[src/rtl/swrm_pkg.sv]
package swrm_pkg;

  // field widths
  localparam int unsigned TS_W       = 48;
  localparam int unsigned CNT_W      = 48;
  localparam int unsigned RATE_W     = 48;
  localparam int unsigned MEAN_W     = 56;
  localparam int unsigned FILL_OUT_W = 11;
  localparam int unsigned INTERVAL_W = 16;
  localparam int unsigned WINDOW_W   = 10;
  localparam int unsigned SAMPLES_W  = 32;

  // configuration port
  localparam int unsigned CFG_IDX_W  = 2;
  localparam int unsigned CFG_DATA_W = 16;

  localparam logic [CFG_IDX_W-1:0] REG_SAMPLE_INTERVAL = 2'd0;
  localparam logic [CFG_IDX_W-1:0] REG_WINDOW_SECONDS  = 2'd1;

  localparam logic [INTERVAL_W-1:0] INTERVAL_RESET = 16'd1000;
  localparam logic [WINDOW_W-1:0]   WINDOW_RESET   = 10'd10;

  // shared divider: count*1000 scaled by 256 needs 66 bits, time span 48
  localparam int unsigned DIV_NUM_W = 66;
  localparam int unsigned DIV_DEN_W = 48;

  localparam int unsigned DEPTH_DEFAULT = 64;

  typedef struct packed {
    logic busy;
    logic done;
  } div_stat_t;

endpackage

[src/rtl/swrm_div.sv]
module swrm_div #(
  parameter int unsigned NUM_W = swrm_pkg::DIV_NUM_W,
  parameter int unsigned DEN_W = swrm_pkg::DIV_DEN_W
) (
  input  logic                clk_i,
  input  logic                rst_ni,
  input  logic                start_i,
  input  logic [NUM_W-1:0]    num_i,
  input  logic [DEN_W-1:0]    den_i,
  output swrm_pkg::div_stat_t stat_o,
  output logic [NUM_W-1:0]    quo_o
);

  import swrm_pkg::*;

  localparam int unsigned CNT_BITS = $clog2(NUM_W + 1);

  logic [CNT_BITS-1:0] cnt_q, cnt_d;
  logic                busy_q, busy_d;
  logic                done_q, done_d;
  logic [NUM_W-1:0]    quo_q, quo_d;   // numerator shifts out, quotient shifts in
  logic [DEN_W-1:0]    rem_q, rem_d;
  logic [DEN_W-1:0]    den_q, den_d;

  logic [DEN_W:0] trial;
  logic [DEN_W:0] diff;
  logic           ge;

  // one restoring step: one quotient bit per cycle
  assign trial = {rem_q, quo_q[NUM_W-1]};
  assign diff  = trial - {1'b0, den_q};
  assign ge    = trial >= {1'b0, den_q};

  always_comb begin
    cnt_d  = cnt_q;
    busy_d = busy_q;
    done_d = 1'b0;
    quo_d  = quo_q;
    rem_d  = rem_q;
    den_d  = den_q;
    if (start_i) begin
      cnt_d  = CNT_BITS'(NUM_W);
      busy_d = 1'b1;
      quo_d  = num_i;
      rem_d  = '0;
      den_d  = den_i;
    end else if (busy_q) begin
      rem_d = ge ? diff[DEN_W-1:0] : trial[DEN_W-1:0];
      quo_d = {quo_q[NUM_W-2:0], ge};
      cnt_d = cnt_q - CNT_BITS'(1);
      if (cnt_q == CNT_BITS'(1)) begin
        busy_d = 1'b0;
        done_d = 1'b1;
      end
    end
  end

  always_ff @(posedge clk_i or negedge rst_ni) begin
    if (!rst_ni) begin
      cnt_q  <= '0;
      busy_q <= 1'b0;
      done_q <= 1'b0;
    end else begin
      cnt_q  <= cnt_d;
      busy_q <= busy_d;
      done_q <= done_d;
    end
  end

  always_ff @(posedge clk_i) begin
    quo_q <= quo_d;
    rem_q <= rem_d;
    den_q <= den_d;
  end

  assign stat_o.busy = busy_q;
  assign stat_o.done = done_q;
  assign quo_o       = quo_q;

endmodule

[config.mk]
export PLATFORM = sky130hd
export DESIGN_NAME = swrm_div
export DESIGN_NICKNAME = d
export VERILOG_FILES = /design/src/rtl/swrm_pkg.sv /design/src/rtl/swrm_div.sv
export SDC_FILE = /design/constraint.sdc
export NUM_CORES = 1
export LEC_CHECK = 0
export BUFFER_PORTS_ARGS = -buffer_cell sky130_fd_sc_hd__buf_2
export CORE_MARGIN = 2
export CORE_UTILIZATION = 55
export DETAILED_ROUTE_END_ITERATION = 16
export GPL_ROUTABILITY_DRIVEN = 0
export PLACE_DENSITY_LB_ADDON = 0.1
export SYNTH_ARGS = -nofsm -noshare
export SYNTH_HDL_FRONTEND = slang
export SYNTH_SLANG_ARGS = --single-unit
[constraint.sdc]
create_clock -name clk_i -period 4.25 [get_ports clk_i]
set_input_delay 0.85 -clock clk_i [delete_from_list [all_inputs] [get_ports clk_i]]
set_output_delay 0.85 -clock clk_i [all_outputs]
set_load 0.005 [all_outputs]
==> impl_metrics.ini, run 1 <==
[global_route]
antenna_found_initial = 0
grt_overflow = 0
grt.total_usage_pct = 26.1
grt_max_degree = 72
grt_first_pass_wirelength_mm = 38.3
grt_pass1_vias = 7693

[worst_setup_path]
worstPathArrival_ps = 3790
crit_path_end_kind = flop
path_max_fanout = 20
crit_chain = inv_1, ha_1, a21oi_1, o21ai_1, a311oi_1, a211oi_2, a211oi_2, o21a_1, buf_4, nor3_1, a21oi_1, a211oi_1
crit_required_ps = 4530
crit_type = flop to flop
slowest_delay_ps = 530
crit_path_top_delay_cell = o21a_1
crit_path_start_kind = flop

[clock_tree]
tritoncts = built
post_cts_buffers = 0
cts_sinks = 171
cts_made_buffers = 17
path_clk_slew_ps = 70
cts_buffer_depth = 2
cts-resized-gates = 0
cts-root-buf = clkbuf_16
h-tree-depth = 4
clock_latency_ps = 440
cts.hold.buffers_added = 0

[pwr]
powerDensity_mw_per_mm2 = 623
ir_drop_mv = 0.524
power_leakage_nw = 4.98

[logic_synthesis]
ys_warn_count = 0
synthesis.nets = 1154
synth_edf_count = 114
synth_area_mm2 = 0.00985
ys_types = 67
async_flop_share_pct = 5.26
synth_top_area_share_pct = 34.8
synthCells = 986
yosys_register_bits = 171
synth_ff_type = edfxtp_1
ys_seq_area_share_pct = 46.8
yosysTopAreaCell = edfxtp_1
ys_top_cells_by_area = edfxtp_1, dfxtp_1, mux2_2
syn_area_per_cell_um2 = 9.99

[timing]
post-route-period-util_pct = 82.6
max_freq_mhz = 285
tns_ps = 0
finalSetupViolations = 0
worst_pin_slew_ps = 846
fin_skew_ps = 13.0
hold_viol_final = 0
period_minus_slack_ps = 3510
slew_violations = 0
rsz0062_at_grt = no
slew-limit-headroom_pct = 43.6

[min_path]
hold_path.class = input port to async pin

[floorplan]
ios = 185
die_y_um = 138
start_util_pct = 56.5
fp.dieArea_mm2 = 0.0190
die_w_um = 138
core_mm2 = 0.0174
rows = 48

[cells_and_area]
drive_gt1_share_pct = 26.4
final_cell_mix = buf_2, edfxtp_1, nand2_1
nets = 1305
n_antenna_cell = 0
area_delta_synth_final_pct = 15.8
stdcell_count = 1374
final_common_cell = buf_2

[status]
outcome = finished, final reports clean

[drt]
routed-via-count = 7882
via_per_inst = 5.74
wirelength_mm = 23.7
wire_per_inst_um = 17.3
drt-pass1-iter-count = 6
ant_nets = 0
drc = 0
drt_first_iter_violations = 640

[placement]
dp_cells = 1343
io_buffer_count = 184
hpwlAfterDp_mm = 17.2

[flow_run]
cap_violations = 0
==> cell type report <==
type                    count  area, µm²
flip-flops and latches    171       4610
multi-input cells         693       4720
clock inverters            14        151
fillers                  1460       6010
well taps                 225        282
inverters                  62        233
repair buffers            192        987
clock buffers              17        425
==> metal layers <==
metal / GRT usage [%] / part of all wire (%)
met5: 0 / 0
met4: 7.65 / 1.6
met2: 42.8 / 47
met3: 8.17 / 7.9
met1: 33.2 / 43
==> logic make-up after synthesis <==
group	after synthesis	synth area share (%)
xor+xnor	44	3.91
simple gates	282	12.8
mux	69	7.87
buf+inv	122	5.34
fa+ha+maj	51	6.56
compound gates	247	16.7
flops	171	46.8
==> where the power goes <==
group | internal (W) | switching, W
combinational | 0.00127 | 0.00192
clock | 0.000780 | 0.000740
sequential | 0.00214 | 0.000249
total | 0.00419 | 0.00291
==> worst max-delay path: cells and delay by family, from the launching register on <==
family	cells	cell delay (ps)
AOI/OAI and AO/OA	8	2180
buffers and inverters	2	420
DFF	1	380
adders and majority gates	1	280
and+or+nand+nor	1	100
==> state kept, by name (all words and copies together) (netlist names) <==
register,count
quo_o,66
den_q,48
rem_q,48
cnt_q,7
busy_q,1
done_q,1
==> cell usage after synthesis (11+ instances only) <==
cell and number:
a211oi_1 15, nor3_1 12, nor2_1 83, nand2_1 112, xnor2_1 26, clkbuf_1 26, nand3_1 17, a311oi_1 22
o21ai_0 39, dfxtp_1 48, a21o_1 22, and3_1 13, a21oi_1 75, mux2_2 67, buf_2 24, inv_1 62
ha_1 50, a31oi_1 11, edfxtp_1 114, nand4_1 17, xor2_1 18
==> per-stage QoR <==
stage | utilization [%] | hold slack, ps | cell area [µm²] | total power, W | setup WS [ps]
floorplan | - | 451 | 9850 | 0.00484 | 1040
finish | 65.5 | 251 | 11400 | 0.00710 | 739
global route | 65.5 | 247 | 11400 | 0.00761 | 499
detailed placement | 62.2 | 479 | 10800 | 0.00554 | 858
global placement | 62.2 | 476 | 10800 | 0.00552 | 943
CTS | 65.5 | 244 | 11400 | 0.00710 | 756
==> worst paths after layout <==
check                      startpoint       end  slack (ps)  cells past startpoint
min in group clk_i           rem_q[2]  rem_q[3]         500                      2
min                            rst_ni  cnt_q[2]         250                      1
max reg2reg                 den_q[16]  rem_q[2]         740                     12
min reg2reg                  rem_q[2]  rem_q[3]         500                      2
max in group asynchronous      rst_ni    busy_q        3810                      1
max                         den_q[16]  rem_q[2]         740                     12
Power figures use the tool's default switching activity.
==> run 2, diff against run 1 <==
ABC_AREA = 1   (was unset)
clock period = 3.6 ns   (was 4.25 ns; I/O delays follow)
==> impl_metrics.ini, run 2 <==
[drt]
routed-via-count = 10600
ant_nets = 0
wirelength_mm = 29.1
drc = 0
drt-pass1-iter-count = 7
wire_per_inst_um = 13.8
via_per_inst = 5.01
drt_first_iter_violations = 824

[timing]
fin_skew_ps = 13.5
post-route-period-util_pct = 82.1
max_freq_mhz = 338
whs_ps = 105
worst_pin_slew_ps = 726
period_minus_slack_ps = 2950
hold_viol_final = 0
finalSetupViolations = 0
slew_violations = 0
rsz0062_at_grt = no
slew-limit-headroom_pct = 51.6
tns_ps = 0

[logic_synthesis]
synthesis.nets = 1831
ys_top_cells_by_area = edfxtp_1, nand2_1, inv_1
yosys_register_bits = 171
synthCells = 1663
ys_seq_area_share_pct = 40.7
async_flop_share_pct = 5.26
synth_edf_count = 114
yosysMostFrequentCell = nand2_1
syn_area_per_cell_um2 = 6.81
ys_warn_count = 0
synth_common_cells = nand2_1, inv_1, nand3_1
synth_top_area_share_pct = 30.2
synth_area_mm2 = 0.0113
ys_types = 36
synth_ff_type = edfxtp_1
yosysTopAreaCell = edfxtp_1

[flow_run]
cap_violations = 0

[worst_setup_path]
worstPathArrival_ps = 3340
crit_path_start_kind = flop
crit_type = flop to flop
crit_required_ps = 3990
r2r_slack_ps = 650
path_max_fanout = 48
crit_path_end_kind = flop

[clock_tree]
path_clk_slew_ps = 80
cts_made_buffers = 17
cts.hold.buffers_added = 0
clock_latency_ps = 450
cts-resized-gates = 0
tritoncts = built
h-tree-depth = 4
cts-root-buf = clkbuf_16
post_cts_buffers = 0
cts_sinks = 171
cts_buffer_depth = 2

[pwr]
p_int_w = 0.00499
ir_drop_mv = 0.417
power_leakage_nw = 7.26
p_clk_share_pct = 20.7
p_sw_share_pct = 44.6
fin_total_pwr_w = 0.00901
powerDensity_mw_per_mm2 = 692
comb_power_share_pct = 49.0
switchingPower_w = 0.00402
seqPwrFrac_pct = 30.3

[cells_and_area]
nets = 2001
n_antenna_cell = 0
final_cell_mix = nand2_1, inv_1, buf_2
fillers = 1911
final_common_cell = nand2_1
stdcell_count = 2116
area_delta_synth_final_pct = 15.1
largest_reg_flops = 66
drive_gt1_share_pct = 13.9

[global_route]
grt_overflow = 0
grt.total_usage_pct = 27.1
grt_pass1_vias = 10100
grt_max_degree = 58
grt_first_pass_wirelength_mm = 47.7
antenna_found_initial = 0

[placement]
io_buffer_count = 184
dp_cells = 2084
hpwlAfterDp_mm = 21.8

[floorplan]
die_y_um = 147
fp.dieArea_mm2 = 0.0217
die_w_um = 147
start_util_pct = 55.9
core_mm2 = 0.0202
ios = 185
rows = 52

[min_path]
hold_path.class = input port to async pin

[status]
outcome = finished, final reports clean
## run 2: power by group through the flow
stage               Clock (W)  Sequential (W)  Combinational, W
global route          0.00196         0.00278           0.00503
finish                0.00187         0.00273           0.00442
CTS                   0.00189         0.00272           0.00438
detailed placement          0         0.00275           0.00435
floorplan                   0         0.00272           0.00340
global placement            0         0.00276           0.00428
## run 2: routing by layer
layer / share of wire (%) / up-vias / GRT usage (%)
met5: 0 / - / 0
met4: 2.8 / 0 / 9.18
met3: 7.7 / 68 / 6.08
met2: 46 / 378 / 44.4
met1: 44 / 4710 / 35.7
li1: - / 5436 / -
## run 2: path summary, 6_finish.rpt
path	start	end	depth (start not counted)
max	den_q[36]	rem_q[18]	13
min	rst_ni	cnt_q[4]	1
max reg2reg	den_q[36]	rem_q[18]	13
min reg2reg	rem_q[29]	rem_q[29]	2
max in group asynchronous	rst_ni	cnt_q[1]	1
min in group clk_i	den_i[25]	den_q[25]	1
## run 2: cell families after synthesis
family	Yosys count	synth area share [%]
and+or+nand+nor	992	36.0
buffers and inverters	358	12.5
DFF	171	40.7
AOI/OAI and AO/OA	69	3.39
adders and majority gates	51	5.70
xor gates and xnor gates	22	1.70
## run 2: cell type report
cell class | count | area (µm²) | area share, %
Clock buffer | 17 | 425 | 3.27
Clock inverter | 15 | 169 | 1.30
Inverter | 316 | 1190 | 9.10
Multi-Input combinational cell | 1134 | 5310 | 40.8
Sequential cell | 171 | 4610 | 35.4
Tap cell | 270 | 338 | 2.59
Timing Repair Buffer | 193 | 991 | 7.61
## run 2: worst max-delay path, cell delays in order, from the launching register on
cell      delay (ps)
edfxtp_1         370
inv_1             60
ha_1             270
a21oi_1          290
nand2_1          130
nand2_1           80
nand2_1           80
nand2_1           70
nand3_1          150
nor2_4           490
nand2_4          460
nand2_1          210
nand3_1          110
nand2_1          100
## run 2: metrics by stage
step	setup slack [ps]	area, µm²	util (%)
2_1_floorplan	336	11300	-
3_5_place_dp	733	12400	61.5
6_report	645	13000	64.4
3_3_place_gp	786	12400	61.5
4_1_cts	691	13000	64.4
5_1_grt	418	13000	64.4
